[src/rtl/assert_macros.svh]
// Assertion helpers shared by the decoder modules.
// Without SYNTH defined the checks are live; with SYNTH defined they expand to nothing.
`ifndef ASSERT_MACROS_SVH
`define ASSERT_MACROS_SVH

`ifndef SYNTH

// Check that a property holds at every clock edge outside reset.
`define ASSERT_AT(lbl, clk, rst_n, prop, msg) \
  lbl: assert property (@(posedge clk) disable iff (!rst_n) (prop)) else $error(msg);

// Check that an expression is never true outside reset.
`define ASSERT_NEVER(lbl, clk, rst_n, expr, msg) \
  lbl: assert property (@(posedge clk) disable iff (!rst_n) !(expr)) else $error(msg);

`else

`define ASSERT_AT(lbl, clk, rst_n, prop, msg)
`define ASSERT_NEVER(lbl, clk, rst_n, expr, msg)

`endif

`endif

[src/rtl/u8sd_pkg.sv]
package u8sd_pkg;

  // Default depth of the queue between the front and the back
  localparam int unsigned QueueDepth = 4;

  localparam int unsigned CpW    = 21;
  localparam int unsigned LenW   = 3;
  localparam int unsigned OwedW  = 2;
  localparam int unsigned LeadW  = 7;
  localparam int unsigned ContW  = 6;

  // Lead byte patterns
  localparam logic [7:0] Lead2Mask = 8'b1110_0000;
  localparam logic [7:0] Lead2Code = 8'b1100_0000;
  localparam logic [7:0] Lead3Mask = 8'b1111_0000;
  localparam logic [7:0] Lead3Code = 8'b1110_0000;
  localparam logic [7:0] Lead4Mask = 8'b1111_1000;
  localparam logic [7:0] Lead4Code = 8'b1111_0000;
  localparam logic [7:0] ContMask  = 8'b0011_1111;
  localparam logic [7:0] ByteMask  = 8'hFF;

  typedef struct packed {
    logic [7:0] data_byte;
    logic       end_of_text;
  } in_t;

  typedef struct packed {
    logic [CpW-1:0]  code_point;
    logic [LenW-1:0] seq_length;
    logic            is_newline;
    logic            is_space;
    logic            truncated;
    logic            text_done;
  } out_t;

  // Byte classified both ways: as a lead and as a continuation
  typedef struct packed {
    logic [LenW-1:0]  lead_len;
    logic [LeadW-1:0] lead_val;
    logic [ContW-1:0] cont_bits;
    logic             eot;
  } entry_t;

  function automatic logic [LenW-1:0] lead_length(input logic [7:0] b);
    logic [LenW-1:0] len;
    if ((b & Lead2Mask) == Lead2Code) begin
      len = 3'd2;
    end else if ((b & Lead3Mask) == Lead3Code) begin
      len = 3'd3;
    end else if ((b & Lead4Mask) == Lead4Code) begin
      len = 3'd4;
    end else begin
      len = 3'd1;
    end
    return len;
  endfunction

  function automatic logic [LeadW-1:0] lead_value(input logic [7:0] b,
                                                  input logic [LenW-1:0] len);
    logic [7:0] m;
    m = b & (ByteMask >> len);
    return m[LeadW-1:0];
  endfunction

  function automatic logic cp_newline(input logic [CpW-1:0] c);
    return c inside {[21'h0A:21'h0D], 21'h85, 21'h2028, 21'h2029};
  endfunction

  function automatic logic cp_space(input logic [CpW-1:0] c);
    return cp_newline(c) ||
           (c inside {21'h09, 21'h20, 21'hA0, 21'h1680, [21'h2000:21'h200A],
                      21'h202F, 21'h205F, 21'h3000});
  endfunction

endpackage

[src/rtl/u8sd_front.sv]
module u8sd_front (
  input  logic            clk_i,
  input  logic            rst_ni,
  input  logic            in_valid_i,
  output logic            in_stall_o,
  input  u8sd_pkg::in_t   in_data_i,
  output logic            ent_valid_o,
  output u8sd_pkg::entry_t ent_o,
  input  logic            ent_full_i
);
  import u8sd_pkg::*;

  logic   ent_valid_q, ent_valid_d;
  entry_t ent_q, ent_d;
  logic   in_take;
  logic   ent_push;

  // Hold the classified transaction while the queue is full
  assign in_stall_o = ent_valid_q & ent_full_i;
  assign in_take    = in_valid_i & ~in_stall_o;
  assign ent_push   = ent_valid_q & ~ent_full_i;

  // Classify the byte as lead and as continuation
  always_comb begin
    ent_valid_d = ent_valid_q;
    ent_d       = ent_q;
    if (in_take) begin
      ent_valid_d     = 1'b1;
      ent_d.lead_len  = lead_length(in_data_i.data_byte);
      ent_d.lead_val  = lead_value(in_data_i.data_byte, ent_d.lead_len);
      ent_d.cont_bits = in_data_i.data_byte[ContW-1:0];
      ent_d.eot       = in_data_i.end_of_text;
    end else if (ent_push) begin
      ent_valid_d = 1'b0;
    end
  end

  always_ff @(posedge clk_i or negedge rst_ni) begin
    if (!rst_ni) begin
      ent_valid_q <= 1'b0;
    end else begin
      ent_valid_q <= ent_valid_d;
    end
  end

  always_ff @(posedge clk_i) begin
    ent_q <= ent_d;
  end

  assign ent_valid_o = ent_valid_q;
  assign ent_o       = ent_q;

endmodule

[src/rtl/u8sd_queue.sv]
`include "assert_macros.svh"

module u8sd_queue #(
  parameter int unsigned Depth = u8sd_pkg::QueueDepth
) (
  input  logic             clk_i,
  input  logic             rst_ni,
  input  logic             push_valid_i,
  input  u8sd_pkg::entry_t push_data_i,
  output logic             full_o,
  output logic             pop_valid_o,
  output u8sd_pkg::entry_t pop_data_o,
  input  logic             pop_i
);
  import u8sd_pkg::*;

  localparam int unsigned PtrW = (Depth > 1) ? $clog2(Depth) : 1;
  localparam int unsigned CntW = $clog2(Depth + 1);

  entry_t          mem_q [Depth];
  logic [PtrW-1:0] wr_ptr_q, wr_ptr_d;
  logic [PtrW-1:0] rd_ptr_q, rd_ptr_d;
  logic [CntW-1:0] count_q, count_d;
  logic            push;
  logic            pop;

  assign full_o      = (count_q == CntW'(Depth));
  assign pop_valid_o = (count_q != '0);
  assign push        = push_valid_i & ~full_o;
  assign pop         = pop_i & pop_valid_o;
  assign pop_data_o  = mem_q[rd_ptr_q];

  // Advance pointers with wrap at the queue depth
  always_comb begin
    wr_ptr_d = wr_ptr_q;
    rd_ptr_d = rd_ptr_q;
    count_d  = count_q;
    if (push) begin
      wr_ptr_d = (wr_ptr_q == PtrW'(Depth - 1)) ? '0 : wr_ptr_q + 1'b1;
    end
    if (pop) begin
      rd_ptr_d = (rd_ptr_q == PtrW'(Depth - 1)) ? '0 : rd_ptr_q + 1'b1;
    end
    if (push && !pop) begin
      count_d = count_q + 1'b1;
    end else if (pop && !push) begin
      count_d = count_q - 1'b1;
    end
  end

  always_ff @(posedge clk_i or negedge rst_ni) begin
    if (!rst_ni) begin
      wr_ptr_q <= '0;
      rd_ptr_q <= '0;
      count_q  <= '0;
    end else begin
      wr_ptr_q <= wr_ptr_d;
      rd_ptr_q <= rd_ptr_d;
      count_q  <= count_d;
    end
  end

  // Store the incoming entry
  always_ff @(posedge clk_i) begin
    if (push) begin
      mem_q[wr_ptr_q] <= push_data_i;
    end
  end

  `ASSERT_NEVER(a_count_over, clk_i, rst_ni, count_q > CntW'(Depth), "queue count overflow")
  `ASSERT_AT(a_push_fills, clk_i, rst_ni, push && !pop |=> count_q != '0, "push lost")
  `ASSERT_AT(a_pop_frees, clk_i, rst_ni, pop && !push |=> !full_o, "pop did not free a slot")

endmodule

[src/rtl/u8sd_back.sv]
`include "assert_macros.svh"

module u8sd_back (
  input  logic             clk_i,
  input  logic             rst_ni,
  input  logic             ent_valid_i,
  input  u8sd_pkg::entry_t ent_i,
  output logic             pop_o,
  output logic             out_valid_o,
  input  logic             out_stall_i,
  output u8sd_pkg::out_t   out_data_o
);
  import u8sd_pkg::*;

  logic [CpW-1:0]   accum_q, accum_d;
  logic [OwedW-1:0] owed_q, owed_d;
  logic [LenW-1:0]  total_q, total_d;
  logic             out_valid_q, out_valid_d;
  out_t             out_q, out_d;
  logic             take;
  logic             emit_done;
  logic             emit_trunc;
  logic [CpW-1:0]   next_accum;
  logic [OwedW-1:0] next_owed;
  logic [LenW-1:0]  next_total;

  // Take a queued entry whenever the output register can accept a result
  assign take  = ent_valid_i & (~out_valid_q | ~out_stall_i);
  assign pop_o = take;

  // Fold the byte into the open sequence or start a new one
  always_comb begin
    if (owed_q == '0) begin
      next_accum = {{(CpW - LeadW){1'b0}}, ent_i.lead_val};
      next_total = ent_i.lead_len;
      next_owed  = OwedW'(ent_i.lead_len - 3'd1);
    end else begin
      next_accum = {accum_q[CpW-ContW-1:0], ent_i.cont_bits};
      next_total = total_q;
      next_owed  = owed_q - 1'b1;
    end
    emit_done  = (next_owed == '0);
    emit_trunc = ~emit_done & ent_i.eot;
  end

  // Update the sequence state and the result register
  always_comb begin
    accum_d     = accum_q;
    owed_d      = owed_q;
    total_d     = total_q;
    out_valid_d = out_valid_q;
    out_d       = out_q;
    if (out_valid_q && !out_stall_i) begin
      out_valid_d = 1'b0;
    end
    if (take) begin
      accum_d = next_accum;
      owed_d  = next_owed;
      total_d = next_total;
      if (emit_done || emit_trunc) begin
        out_valid_d      = 1'b1;
        out_d.code_point = next_accum;
        out_d.is_newline = cp_newline(next_accum);
        out_d.is_space   = cp_space(next_accum);
        out_d.truncated  = emit_trunc;
        out_d.text_done  = ent_i.eot;
        out_d.seq_length = emit_done ? next_total : next_total - {1'b0, next_owed};
      end
      // Drop the partial sequence once the text has ended
      if (emit_trunc) begin
        accum_d = '0;
        owed_d  = '0;
        total_d = '0;
      end
    end
  end

  always_ff @(posedge clk_i or negedge rst_ni) begin
    if (!rst_ni) begin
      accum_q     <= '0;
      owed_q      <= '0;
      total_q     <= '0;
      out_valid_q <= 1'b0;
    end else begin
      accum_q     <= accum_d;
      owed_q      <= owed_d;
      total_q     <= total_d;
      out_valid_q <= out_valid_d;
    end
  end

  always_ff @(posedge clk_i) begin
    out_q <= out_d;
  end

  assign out_valid_o = out_valid_q;
  assign out_data_o  = out_q;

  `ASSERT_AT(a_owed_below_total, clk_i, rst_ni, owed_q != '0 |-> total_q > {1'b0, owed_q}, "owed count exceeds sequence length")
  `ASSERT_AT(a_trunc_is_done, clk_i, rst_ni, out_valid_q && out_q.truncated |-> out_q.text_done, "truncated result without text end")
  `ASSERT_AT(a_trunc_clears, clk_i, rst_ni, take && emit_trunc |=> owed_q == '0, "state not cleared after truncation")

endmodule

[src/rtl/utf8_stream_decoder_core.sv]
// UTF-8 stream decoder: takes one text byte per transaction and returns one result per
// complete codepoint (value, byte length, newline and whitespace flags), or a result marked
// truncated when the text ends inside a sequence. It sustains one byte per clock cycle
// while nothing stalls; a byte passes through the front entry register, the queue storage
// and the back end result register, and the queue between front and back (QUEUE_DEPTH
// entries) absorbs output stalls before the input stalls.
module utf8_stream_decoder_core #(
  parameter int unsigned QUEUE_DEPTH = u8sd_pkg::QueueDepth
) (
  input  logic           clk_i,
  input  logic           rst_ni,
  input  logic           in_valid_i,
  output logic           in_stall_o,
  input  u8sd_pkg::in_t  in_data_i,
  output logic           out_valid_o,
  input  logic           out_stall_i,
  output u8sd_pkg::out_t out_data_o
);
  import u8sd_pkg::*;

  logic   fr_valid;
  entry_t fr_ent;
  logic   q_full;
  logic   q_valid;
  entry_t q_ent;
  logic   q_pop;

  // Accept and classify bytes
  u8sd_front u_front (
    .clk_i       (clk_i),
    .rst_ni      (rst_ni),
    .in_valid_i  (in_valid_i),
    .in_stall_o  (in_stall_o),
    .in_data_i   (in_data_i),
    .ent_valid_o (fr_valid),
    .ent_o       (fr_ent),
    .ent_full_i  (q_full)
  );

  // Decouple front and back
  u8sd_queue #(
    .Depth (QUEUE_DEPTH)
  ) u_queue (
    .clk_i        (clk_i),
    .rst_ni       (rst_ni),
    .push_valid_i (fr_valid),
    .push_data_i  (fr_ent),
    .full_o       (q_full),
    .pop_valid_o  (q_valid),
    .pop_data_o   (q_ent),
    .pop_i        (q_pop)
  );

  // Accumulate codepoints and produce results
  u8sd_back u_back (
    .clk_i       (clk_i),
    .rst_ni      (rst_ni),
    .ent_valid_i (q_valid),
    .ent_i       (q_ent),
    .pop_o       (q_pop),
    .out_valid_o (out_valid_o),
    .out_stall_i (out_stall_i),
    .out_data_o  (out_data_o)
  );

endmodule

[config.mk]
export PLATFORM = sky130hd
export DESIGN_NAME = utf8_stream_decoder_core
export DESIGN_NICKNAME = d
export VERILOG_FILES = /design/src/rtl/u8sd_pkg.sv /design/src/rtl/u8sd_front.sv /design/src/rtl/u8sd_queue.sv /design/src/rtl/u8sd_back.sv /design/src/rtl/utf8_stream_decoder_core.sv
export VERILOG_INCLUDE_DIRS = /design/src /design/src/rtl
export SDC_FILE = /design/constraint.sdc
export NUM_CORES = 1
export LEC_CHECK = 0
export BUFFER_PORTS_ARGS = -buffer_cell sky130_fd_sc_hd__buf_2
export CORE_AREA = 4 4 108 110
export CTS_CLUSTER_DIAMETER = 100
export CTS_CLUSTER_SIZE = 20
export DETAILED_ROUTE_END_ITERATION = 7
export DIE_AREA = 0 0 112 114
export PLACE_DENSITY = 0.75
export SLEW_MARGIN = 15
export SYNTH_ARGS = -nofsm -noshare
export SYNTH_HDL_FRONTEND = slang
export SYNTH_SLANG_ARGS = --single-unit
export TNS_END_PERCENT = 20
[constraint.sdc]
create_clock -name clk_i -period 3.5 [get_ports clk_i]
set_input_delay 0.7 -clock clk_i [delete_from_list [all_inputs] [get_ports clk_i]]
set_output_delay 0.7 -clock clk_i [all_outputs]
set_load 0.03 [all_outputs]
## Word-level counts from Yosys, hierarchy flattened

Memory sizes are Yosys's and may differ from the RTL's.
Index checks and enable logic that the tools add are counted.

| operators by class | value |
|---|---|
| add/subtract/negate cells | 7 |
| magnitude comparators | 4 |
| equal/unequal tests | 16 |
| shift operators | 1 |
| multiplexer cells | 22 |
| bitwise operators | 13 |
| reductions and logical operators | 18 |

Operators with widths:

| cell | count |
|---|---|
| equality test 21 x 14 -> 1 bit (second input constant) | 5 |
| equality test 21 x 8 -> 1 bit (second input constant) | 2 |
| 2-to-1 mux 3 bit | 9 |
| equality test 21 x 13 -> 1 bit (second input constant) | 1 |
| equality test 21 x 4 -> 1 bit (second input constant) | 1 |
| equality test 21 x 6 -> 1 bit (second input constant) | 1 |
| greater-or-equal comparator 21 x 14 -> 1 bit (second input constant) | 1 |
| greater-or-equal comparator 21 x 4 -> 1 bit (second input constant) | 1 |
| <= comparator 21 x 14 -> 1 bit (second input constant) | 1 |
| <= comparator 21 x 4 -> 1 bit (second input constant) | 1 |
| 2-to-1 mux 21 bit | 1 |
| 2-to-1 mux 15 bit | 1 |
| 2-to-1 mux 2 bit | 4 |
| nonzero test 8 bit | 1 |
| >> shifter 8 x 3 -> 7 bit (first input constant) | 1 |
| AND 7 bit | 1 |
| 2-to-1 mux 1 bit | 7 |
| AND 1 bit | 6 |
| equality test 3 bit (second input constant) | 2 |
| equality test 5 bit (second input constant) | 1 |
| logical AND 1 bit | 5 |
| inverter 1 bit | 5 |
| adder 2 x 1 -> 2 bit (second input constant) | 2 |
| equality test 2 bit (second input constant) | 2 |
| other kinds (13) | 19 |

| storage, ports and cells | value |
|---|---|
| register bits | 74 |
| memory bits (writable) | 68 |
| input port bits | 13 |
| output and inout bits | 30 |
| word-level logic and storage cells | 100 |
| memories | 1 |

Memories:

| memory | words | width | read ports | clocked after Yosys merged registers in | write ports | RTL line | source |
|---|---|---|---|---|---|---|---|
| u_queue.mem_q | 4 | 17 | 1 | 0 | 1 | u8sd_queue.sv:20 | `entry_t mem_q [Depth];` |

## Depth between registers and ports, before layout

Gate-level depths: netlist of run 1.
An unclocked memory read counts as a cell.

| logic depth | value |
|---|---|
| word-level depth | 9 |
| mapped depth | 11 |

## By module

A second synthesis of run 1 with hierarchy kept.

| unflattened totals | value |
|---|---|
| cells, all modules | 382 |
| area, all modules | 6059.6 um2 |

Modules (own cells, without submodules):

| module | times used | cells an instance | area each (um2) |
|---|---|---|---|
| u8sd_queue | 1 | 126 | 2976.6 |
| u8sd_back | 1 | 220 | 2472.4 |
| u8sd_front | 1 | 36 | 610.6 |

## Worst setup path before layout of run 1

No wires, ideal clock.

| path | value |
|---|---|
| kind | register to register |
| start point | reg u_queue.rd_ptr_q[0] |
| end point | reg u_back.out_q (netlist bit u_back.out_data_o[0]) (enable) |
| library setup time | 0.413 ns |
| data arrival time | 2.976 ns |
| required time | 3.087 ns |
| slack | 0.111 ns |
| stages on the path, launching flop included | 9 |
| buffers on the path | 3 |
| period minus slack after synthesis | 3.389 ns |
| cell sequence | dfrtp_1 > buf_4 > buf_6 > buf_12 > mux4_2 > a21oi_1 > ha_1 > nor2_1 > nor2_1 |

| on the way | value |
|---|---|
| word-level cells in the longest chain between the ends | 8 |

RTL lines:

| element | RTL line | source |
|---|---|---|
| from (decl) | u8sd_queue.sv:22 | `logic [PtrW-1:0] rd_ptr_q, rd_ptr_d;` |
| from (signal assigned) | u8sd_queue.sv:58 | `rd_ptr_q <= rd_ptr_d;` |
| memory (4 x 17 bit) (*) | n/a |  |
| subtractor 2 x 1 -> 2 bit | u8sd_back.sv:36 | `next_owed = OwedW'(ent_i.lead_len - 3'd1);` |
| 2-to-1 mux 2 bit | u8sd_back.sv:33 | `if (owed_q == '0) begin` |
| logical NOT 2 bit | u8sd_back.sv:42 | `emit_done = (next_owed == '0);` |
| inverter 1 bit | u8sd_back.sv:43 | `emit_trunc = ~emit_done & ent_i.eot;` |
| AND 1 bit | u8sd_back.sv:43 |  |
| logical OR 1 bit (*) | u8sd_back.sv:60 | `if (emit_done \|\| emit_trunc) begin` |
| AND reduction 2 bit (no source line) (*) | n/a |  |
| to (signal assigned) | u8sd_back.sv:93 | `out_q <= out_d;` |
| to (decl) | u8sd_back.sv:19 | `out_t out_q, out_d;` |

Every way passes the cells marked *; elsewhere a longest branch is shown, timed or not.
A chain may end at the register's enable or synchronous reset.

## Worst setup path in the final report of run 1

| path | value |
|---|---|
| start point | reg u_queue.rd_ptr_q[0] |
| end point | reg u_back.out_q (netlist bit u_back.out_data_o[2]) (data pin) |

| on the way | value |
|---|---|
| word-level cells in the longest chain between the ends | 6 |

RTL lines:

| element | RTL line | source |
|---|---|---|
| memory (4 x 17 bit) (*) | n/a |  |
| 2-to-1 mux 21 bit (*) | u8sd_back.sv:33 |  |
| via u_back.next_accum[6] | u8sd_back.sv:23 | `logic [CpW-1:0] next_accum;` |
| greater-or-equal comparator 21 x 14 -> 1 bit (tied with other cells) | u8sd_pkg.sv:71 | `(c inside {21'h09, 21'h20, 21'hA0, 21'h1680, [21'h2000:21'h200A],` |
| logical AND 1 bit, on equally long branches | u8sd_pkg.sv:71, u8sd_pkg.sv:66 |  |
| nonzero test 8 bit / nonzero test 4 bit (equally long branches) | u8sd_pkg.sv:71, u8sd_pkg.sv:66 |  |
| logical OR 1 bit (*) | u8sd_pkg.sv:70 | `return cp_newline(c) \|\|` |

Mark *: on every way through the listed nets, which the timed path passes. The rest lies on a longest branch.

==> impl_results.md, run 1 <==
* Startpoint Class: register
* Die height at roughly 110 um
* Via Count at ~3,200
* Die ar. at 12,800 um2
* CTS sink cnt at 137
* Worst slew pin tran at around 0.85 ns
* Std cell rows at 38
* Clk pwr share at 0.228
* Combinational Power Share at 0.373
* Final Power at 0.00694 W
* Internal Power at about 0.0042 W
* Layout Area Growth over Synthesis at 14.8%
* Mapped Area at 5720 um2
* Worst slew margin relative to its limit at 0.431
* Mapped Nets at 389
* Share of cells above drive strength 1 at 0.240
* Final hold violation count at 0
* Worst VDD drop at 0.492 mV
* Setup-failing EPs final at 0
* Clk root buf: clkbuf_8
* Top-count cell post-synth: edfxtp_1
* Routed wire length at ~9900 um
* Post-route cell area at ~6600 um2
* Synth warn at 0
* Num CTS Buffers at 17
* Reg power frac at 0.399
* Top_reg_cell synth: edfxtp_1
* Max-cap viol count at 0
* GRT overflow at 0
* Largest net degree at the start of global routing at 37
* Drt wl/cell at 17.4 um
* Worst-path fanout max at 21
* Placed cell areas at 6030 um2
* Mapped Avg Cell Area at 15.6 um2
* Drc violations at 0
* Setup repair bufs after CTS at 0
* Post-synthesis sequential area ratio at 0.694
* Buffers and inverters on the worst path at 2
* H-tree depth at 4
* Hold WC Path Type: in -> async
* Max Clock Freq at 341 MHz
* Antenna Nets Post-Route at 0
* Die Width at around 110 um
* Fin. max-slew vios at 0
* Core area at 10,700 um2
* TritonRoute pass-1 iters at 4
* Global-route wire length before repair at 16,500 um
* Setup CP Type: reg -> reg
* Number of buffers added on ports at between 40 and 50
* Yosys cell types at 57
* Syn Inst Count at 366
* Final net count at 439
* Status: finished, final reports clean
* Top post-synthesis cells by area: edfxtp_1 (57%), dfrtp_1 (13%), mux4_2 (3.5%)
* Arr. time, crit path at 3.28 ns
* Family with the most delay on the worst path: multiplexers
* Yosys top cell area share at 0.567
* Clk buf depth at 2
* Vias/cell at 5.58
* Detail Placement HPWL at 6450 um
* Initial detailed-routing violation count at 267
* CP required at 3.85 ns
* RePlAce Congestion at 0.870
* Top cells by count, synth: edfxtp_1 (108), dfrtp_1 (29), nand2_1 (26)
* Setup_tns at 0 ns
* Boundary Pins at 43
* Initial antenna violation count at 0
* Unrepaired setup endpoints after global routing: no
* CP endpoint kind: register
* Gr usage total at 0.169
* P_leak at 2.49 nW
* Resize count post-CTS at 0
* #FFs+latches synth at 137
* Fin crit period at around 3 ns
* Crit-path max cell delay at approximately 0.62 ns
* CP Cell Sequence: buf_4, mux4_2, mux2i_4, inv_1, nor3_1, o211ai_1, mux2_4, o311ai_2
* Worst skew pair latency at 0.53 ns
* Final Cycle Share at 0.837
* PnR worst setup slack at between 0.5 and 0.6 ns
* Sw Ratio at 0.389
* # hold bufs at CTS at 0
* Pwr dens at 1060 nW/um2
* Critical Path Slowest Stage Cell: mux4_2
* CTS tree: built
* Worst-path clk slew at 0.06 ns
* Layout Skew at 0.00980 ns
* Vias in the first global route at 3,199
* Post-synth top area cell: edfxtp_1
* Worst slack at placement at 0.609 ns
* Post-synth ARST share at 0.212
* Starting Density at 0.535
* Antenna cells at 0
* Switch Pwr at 0.00270 W
* Number of flops mapped to enable cells by yosys at 108
-- logic make-up after synthesis --
family / count (synthesis) / synth area share
AO/OA/AOI/OAI: 52 / 0.0652
XOR/XNOR: 4 / 0.00613
adder cells (fa/ha/maj): 10 / 0.0245
buffers and inverters: 37 / 0.0372
flip-flops: 137 / 0.694
multiplexers: 31 / 0.0860
AND/OR/NAND/NOR: 95 / 0.0871
-- final timing paths --
path / start / end / slack (ns) / cells past startpoint
min: rst_ni / u_queue.wr_ptr_q[0] / 0.21 / 1
min in group clk_i: in_data_i[1] / u_front.ent_o[1] / 0.35 / 1
min reg2reg: u_front.ent_o[3] / u_queue.mem_q[2][3] / 0.50 / 0
max: u_queue.rd_ptr_q[0] / u_back.out_data_o[2] / 0.57 / 8
max reg2reg: u_queue.rd_ptr_q[0] / u_back.out_data_o[2] / 0.57 / 8
max in group asynchronous: rst_ni / u_back.accum_q[7] / 2.85 / 1
-- metrics by stage --
step,hold slack [ns],cells,util
after floorplan,0.404,366,-
after global placement,0.468,537,0.564
after detailed placement,0.481,537,0.564
after CTS,0.213,569,0.614
after global routing,0.251,569,0.614
final,0.211,569,0.614
-- placed cells by master, fill, tap and decap left out, types with 3 or more instances in the layout --
cell,n
inv_6,6
a21oi_1,7
a22o_1,6
clkbuf_16,16
buf_2,42
nor4_1,3
o21ai_0,11
nor3_1,10
nor2_1,11
edfxtp_1,108
ha_1,8
inv_1,18
clkinvlp_4,6
mux4_2,9
nand4_1,4
nand2_1,26
mux2i_1,14
and2_1,18
dfrtp_1,29
o211ai_1,3
nor2b_1,6
o31ai_1,7
a22oi_1,3
nand3_1,4
buf_4,7
-- flip-flops by register name, summed over array words and instances (netlist names) --
| register | cells |
|---|---|
| u_queue.wr_ptr_q | 2 |
| u_back.total_q | 3 |
| u_back.out_valid_o | 1 |
| u_front.ent_o | 16 |
| u_queue.count_q | 3 |
| u_back.out_data_o | 28 |
| u_back.accum_q | 15 |
| u_queue.rd_ptr_q | 2 |
| u_queue.mem_q | 64 |
| u_back.owed_q | 2 |
| u_front.ent_valid_o | 1 |
-- cell type report --
cell class,count,area (um2)
Clock buffer,17,414
Clock inverter,15,119
Fill cell,763,4130
Inverter,19,72.6
Multi-Input combinational cell,192,1550
Sequential cell,137,3970
Tap cell,140,175
Timing Repair Buffer,49,263
-- per-layer routing --
metal  part of all wire  global-route usage  routed length (um)
met1               0.43               0.215                4260
met2               0.50               0.274                4930
met3              0.050              0.0493                 491
met4              0.019              0.0697                 187
met5                  0                   0                   0
-- worst reg2reg max path, stage by stage, from the launching register on --
cell      delay, ns
dfrtp_1        0.54
buf_4          0.40
mux4_2         0.63
mux2i_4        0.24
inv_1          0.09
nor3_1         0.25
o211ai_1       0.13
mux2_4         0.28
o311ai_2       0.20
-- power by group through the flow --
stage	sequential, W	combinational, W	clock, W
final	0.00277	0.00259	0.00158
after global routing	0.00283	0.00284	0.00169
after CTS	0.00277	0.00261	0.00161
after detailed placement	0.00280	0.00258	0
after global placement	0.00277	0.00251	0
after floorplan	0.00303	0.00173	0
Note: power is estimated with default switching activity, not from simulation.
==> inputs of run 2 (changes only) <==
Settings changed: ABC_AREA set to 1, CORE_AREA 4 4 108 110 to 4 4 105 107, DIE_AREA 0 0 112 114 to 0 0 109 111, PLACE_DENSITY 0.75 to 0.78.
Clock period 3.5 ns to 2.95 ns, I/O delays scaled along.
==> impl_results.md, run 2 <==
* Status: finished, final reports clean
* Setup-failing EPs final at 0 (unchanged)
* Setup CP Type: reg -> reg
* Unrepaired setup endpoints after global routing: no
* Most frequent cells in the layout: nand2_1 (133), edfxtp_1 (108), inv_1 (97)
* Die height at 111 um (-2.6%)
* Largest net degree at the start of global routing at 30 (-19%)
* Antenna cells at 0 (unchanged)
* Initial detailed-routing violation count at 367 (+37%)
* Final Cycle Share at 0.913 (+0.0761)
* Worst-path fanout max at 18 (-14%)
* Worst slew margin relative to its limit at 0.435 (+0.00344)
* Top_reg_cell synth: edfxtp_1
* Max-cap viol count at 0 (unchanged)
* Detail Placement HPWL at 7650 um (+19%)
* Final hold violation count at 0 (unchanged)
* Arr. time, crit path at 2.97 ns (-0.31 ns)
* R2R cell count at 11 (+3)
* Multi-input logic area at 1520 um2 (-2.3%)
* CTS tree: built
* Post-synth ARST share at 0.212 (unchanged)
* Largest register FFs at 64 (unchanged)
* Layout Skew at 0.00658 ns (-0.00322 ns)
* Top post-synthesis cells by area: edfxtp_1 (54%), dfrtp_1 (12%), nand2_1 (8.4%)
* Resize count post-CTS at 0 (unchanged)
* PnR worst setup slack at 0.256 ns (-0.314 ns)
* Fin. max-slew vios at 0 (unchanged)
* Top cells by count, synth: nand2_1 (133), edfxtp_1 (108), inv_1 (97)
* Final net count at 649 (+48%)
* Commonest non-fill, non-tap cell in the layout: nand2_1
* #FFs+latches synth at 137 (unchanged)
* Synth warn at 0 (unchanged)
* Placed cell areas at 6340 um2 (+5.0%)
* Initial antenna violation count at 0 (unchanged)
* Top reg by flops: u_queue.mem_q
* Yosys cell types at 30 (-47%)
* Drc violations at 0 (unchanged)
* TritonRoute pass-1 iters at 5 (+1)
* Gr usage total at 0.214 (+0.0454)
* Starting Density at 0.590 (+0.0550)
* Fin crit period at 2.69 ns (-0.236 ns)
* Yosys top cell area share at 0.542 (-0.0246)
* Die Width at 109 um (-2.7%)
* H-tree depth at 4 (unchanged)
* Top-count cell post-synth: nand2_1
* Clk root buf: clkbuf_8
* Post-route cell area at 6950 um2 (+5.9%)
* Routed wire length at 12,000 um (+21%)
* CTS sink cnt at 137 (unchanged)
* FF+latch area at 3970 um2 (unchanged)
* Worst skew pair latency at 0.52 ns (about the same)
* Worst-path clk slew at 0.06 ns (about the same)
* Post-synth top area cell: edfxtp_1
* Die ar. at 12,100 um2 (-5.2%)
* Mapped Nets at 596 (+53%)
* Share of cells above drive strength 1 at 0.149 (-0.0914)
* Vias in the first global route at 4,162 (+30%)
* Fillers at 700 (-8.3%)
* R2R setup slack at 0.26 ns (-0.31 ns)
* Hold WC Path Type: in -> async
* Std cell rows at 37 (-2.6%)
* # hold bufs at CTS at 0 (unchanged)
* GRT overflow at 0 (unchanged)
* Number of buffers added on ports at 42 (unchanged)
* Drt wl/cell at 15.4 um (-11%)
* Boundary Pins at 43 (unchanged)
* Layout Area Growth over Synthesis at 16.3%
* Worst slew pin tran at 0.841 ns (-0.0123 ns)
* Mapped Area at 5980 um2 (+4.5%)
* Mapped Avg Cell Area at 10.4 um2 (-33%)
* CP required at 3.23 ns (-0.62 ns)
* Setup_tns at 0 ns (unchanged)
* Clk buf depth at 2 (unchanged)
* Max Clock Freq at 371 MHz (+8.8%)
* Worst slack at placement at 0.311 ns (-0.298 ns)
* Global-route wire length before repair at 19,800 um (+20%)
* Number of flops mapped to enable cells by yosys at 108 (unchanged)
* Num CTS Buffers at 17 (unchanged)
* RePlAce Congestion at 0.972 (+12%)
* CP endpoint kind: register
* Post-synthesis sequential area ratio at 0.664 (-0.0301)
* Setup repair bufs after CTS at 0 (unchanged)
* Startpoint Class: register
* Via Count at 4,151 (+31%)
* Core area at 10,100 um2 (-5.2%)
* Vias/cell at 5.36 (-4.0%)
* Antenna Nets Post-Route at 0 (unchanged)
* Syn Inst Count at 573 (+57%)
## run 2: cell count changes after synthesis, moves of 14 or more
cell     previous run  this run
nand2_1            26       133
o21ai_0            11        25
o22ai_1             0        18
nand3_1             4        51
mux2i_1            14         0
and2_1             18         0
nor2_1             12        49
inv_1              18        97
## run 2: kinds of logic (layout without fill, tap and decap cells)
| logic type | count (synthesis) | in the layout | synth area share |
|---|---|---|---|
| flip-flops | 137 | 137 | 0.664 |
| buffers and inverters | 121 | 187 | 0.0829 |
| XOR/XNOR | 3 | 3 | 0.00440 |
| multiplexers | 1 | 1 | 0.00188 |
| AND/OR/NAND/NOR | 243 | 243 | 0.167 |
| adder cells (fa/ha/maj) | 10 | 10 | 0.0234 |
| AO/OA/AOI/OAI | 58 | 58 | 0.0561 |
## run 2: area by class of cell
cell class / count / area share
clock buffers: 22 / 0.0684
clock inverters: 10 / 0.0203
inverters: 101 / 0.0545
multi-input cells: 315 / 0.218
flip-flops and latches: 137 / 0.571
well taps: 136 / 0.0245
repair buffers: 54 / 0.0432
## run 2: worst max-delay path, stage by stage (launching register included)
cell	delay (ns)
dfrtp_1	0.76
o21ai_0	0.18
o22ai_1	0.19
nand2_1	0.07
inv_1	0.09
nor2_1	0.05
ha_1	0.26
inv_1	0.07
fa_1	0.40
nor2_1	0.15
xor2_1	0.17
inv_1	0.06
## run 2: path summary, 6_finish.rpt
path,from,end
max in group asynchronous,rst_ni,u_back.accum_q[9]
max reg2reg,u_queue.rd_ptr_q[1],u_back.out_data_o[6]
min reg2reg,u_back.accum_q[4],u_back.accum_q[4]
min,rst_ni,u_back.out_valid_o
min in group clk_i,in_data_i[0],u_front.ent_o[0]
max,u_queue.rd_ptr_q[1],u_back.out_data_o[6]
## run 2: metal layers
metal,share of wire,track usage,vias to the layer above
li1,-,-,1984
met1,0.39,0.258,1955
met2,0.52,0.351,188
met3,0.068,0.0617,24
met4,0.021,0.100,0
met5,0,0,-
## run 2: through the flow
step / util / hold WS, ns / std cells
after global routing: 0.686 / 0.130 / 775
after CTS: 0.686 / 0.105 / 775
after floorplan: - / 0.294 / 573
after global placement: 0.625 / 0.469 / 743
after detailed placement: 0.625 / 0.477 / 743
final: 0.686 / 0.0976 / 775
Power of run 2 is left out: the tool's default activity adds up to more than one toggle a clock period on the data nets, which glitch-free logic cannot reach.
==> inputs of run 3 (changes only) <==
Settings changed: ABC_AREA 1 to not set, CORE_AREA 4 4 105 107 to 4 4 104 106, DIE_AREA 0 0 109 111 to 0 0 108 110, PLACE_DENSITY 0.78 to 0.77.
==> impl_results.md, run 3 (synthesized netlist as in run 1, its figures left out) <==
* Status: finished, final reports clean
* Initial antenna violation count at 0 (unchanged)
* Commonest non-fill, non-tap cell in the layout: edfxtp_1
* Gr usage total at 0.187 (-0.0266)
* Setup-failing EPs final at 0 (unchanged)
* Max Clock Freq at 370 MHz (-0.28%)
* Sw Ratio at 0.380
* Worst-path clk slew at 0.07 ns (about the same)
* Drc violations at 0 (unchanged)
* Layout Area Growth over Synthesis at 17.5%
* Top reg by flops: u_queue.mem_q
* Fin crit period at 2.70 ns (+0.00743 ns)
* Worst skew pair latency at 0.52 ns (about the same)
* Multi-input logic area at 1550 um2 (+2.4%)
* FF+latch area at 3970 um2 (unchanged)
* Critical Path Slowest Stage Cell: dfrtp_1
* Most frequent cells in the layout: edfxtp_1 (108), buf_2 (42), dfrtp_1 (29)
* Drt wl/cell at 17.5 um (+14%)
* Worst r2r src: u_queue.rd_ptr_q[1]
* Max-cap viol count at 0 (unchanged)
* Worst VDD drop at 0.632 mV
* Resize count post-CTS at 0 (unchanged)
* Antenna Nets Post-Route at 0 (unchanged)
* # hold bufs at CTS at 0 (unchanged)
* Core area at 9770 um2 (-3.6%)
* Die height at 110 um (-0.90%)
* RePlAce Congestion at 0.874 (-10%)
* Vias/cell at 5.55 (+3.7%)
* Unrepaired setup endpoints after global routing: no
* Setup repair bufs after CTS at 0 (unchanged)
* Vias in the first global route at 3,230 (-22%)
* Starting Density at 0.585 (-0.00453)
* Final Power at between 0.008 and 0.009 W
* CTS sink cnt at 137 (unchanged)
* Fin. max-slew vios at 0 (unchanged)
* Share of cells above drive strength 1 at 0.263 (+0.114)
* Num CTS Buffers at 17 (unchanged)
* Die Width at 108 um (-0.92%)
* Antenna cells at 0 (unchanged)
* Global-route wire length before repair at 16,500 um (-17%)
* Crit path from: u_queue.rd_ptr_q[1]
* R2R setup slack at 0.25 ns (about the same)
* Reg power frac at 0.376
* Initial detailed-routing violation count at 226 (-38%)
* Via Count at 3,188 (-23%)
* Fillers at 652 (-6.9%)
* Crit-path max cell delay at 0.69 ns (-0.07 ns)
* Number of buffers added on ports at 42 (unchanged)
* Final Cycle Share at 0.916 (+0.00252)
* CP Cell Sequence: nor3b_1, a22oi_1, nand2_1, inv_1, nor3_1, o211ai_1, mux2_4, o311ai_2
* CP required at 3.30 ns (+0.07 ns)
* GRT overflow at 0 (unchanged)
* Buffers and inverters on the worst path at 1 (-2)
* Largest register FFs at 64 (unchanged)
* Clk pwr share at 0.243
* Die ar. at 11,900 um2 (-1.8%)
* PnR worst setup slack at 0.249 ns (-0.00743 ns)
* Combinational Power Share at 0.381
* Worst slack at placement at 0.321 ns (+0.0101 ns)
* Internal Power at between 0.005 and 0.006 W
* Setup_tns at 0 ns (unchanged)
* Routed wire length at 10,100 um (-16%)
* Layout Skew at 0.00780 ns (+0.00122 ns)
* Family with the most delay on the worst path: simple AND/OR/NAND/NOR gates
* Boundary Pins at 43 (unchanged)
* CP endpoint kind: register
* TritonRoute pass-1 iters at 5 (unchanged)
* Detail Placement HPWL at 6720 um (-12%)
* Pwr dens at 1290 nW/um2
* Worst slew pin tran at 0.698 ns (-0.142 ns)
* H-tree depth at 4 (unchanged)
* Worst-path fanout max at 14 (-4)
* Std cell rows at 36 (-2.7%)
* CTS tree: built
* Switch Pwr at 0.00329 W
* Final net count at 451 (-31%)
* Largest net degree at the start of global routing at 36 (+20%)
* Clk buf depth at 2 (unchanged)
* Final hold violation count at 0 (unchanged)
* Hold WC Path Type: in -> async
* Startpoint Class: register
* Clk root buf: clkbuf_8
* Setup CP Type: reg -> reg
* P_leak at 2.61 nW
* Arr. time, crit path at 3.05 ns (+0.08 ns)
* Worst slew margin relative to its limit at 0.534 (+0.0997)
==> run 3: changes by cell type in the layout (fill, tap and decap cells not counted), sizes merged, moves of 15 or more <==
| cell | change |
|---|---|
| mux2i | +17 |
| and2 | +19 |
| nand2 | -110 |
| o22ai | -18 |
| nand3 | -47 |
| inv | -74 |
| o21ai | -15 |
| nor2 | -38 |
==> run 3: cell type report <==
cell class | count | share of cell area
repair buffers | 61 | 0.0544
well taps | 133 | 0.0248
clock buffers | 17 | 0.0616
clock inverters | 15 | 0.0266
flip-flops and latches | 137 | 0.591
multi-input cells | 192 | 0.231
inverters | 19 | 0.0108
==> run 3: worst paths after layout <==
check	endpoint	depth (start not counted)
max reg2reg	u_back.out_data_o[2]	8
min reg2reg	u_queue.mem_q[2][15]	0
max in group asynchronous	u_back.total_q[2]	1
max	u_back.out_data_o[2]	8
min	u_front.ent_valid_o	1
min in group clk_i	u_front.ent_o[1]	1
==> run 3: power groups by stage <==
stage / Sequential [W] / Combinational (W) / Clock, W
4_1_cts: 0.00325 / 0.00331 / 0.00213
3_5_place_dp: 0.00329 / 0.00327 / 0
6_report: 0.00325 / 0.00329 / 0.00210
3_3_place_gp: 0.00325 / 0.00318 / 0
5_1_grt: 0.00332 / 0.00359 / 0.00223
2_1_floorplan: 0.00359 / 0.00206 / 0
==> run 3: per-layer routing <==
metal,vias to the layer above,track usage,wire [um]
met5,-,0,0
met4,0,0.0821,277
met3,29,0.0507,501
met2,108,0.314,5090
met1,1543,0.231,4200
li1,1508,-,-
==> run 3: through the flow <==
step / cell area [um2] / hold slack [ns] / cells / utilization
global placement: 6130 / 0.466 / 542 / 0.627
global route: 6720 / 0.138 / 574 / 0.688
floorplan: 5720 / 0.294 / 366 / -
detailed placement: 6130 / 0.481 / 542 / 0.627
CTS: 6720 / 0.113 / 574 / 0.688
finish: 6720 / 0.107 / 574 / 0.688
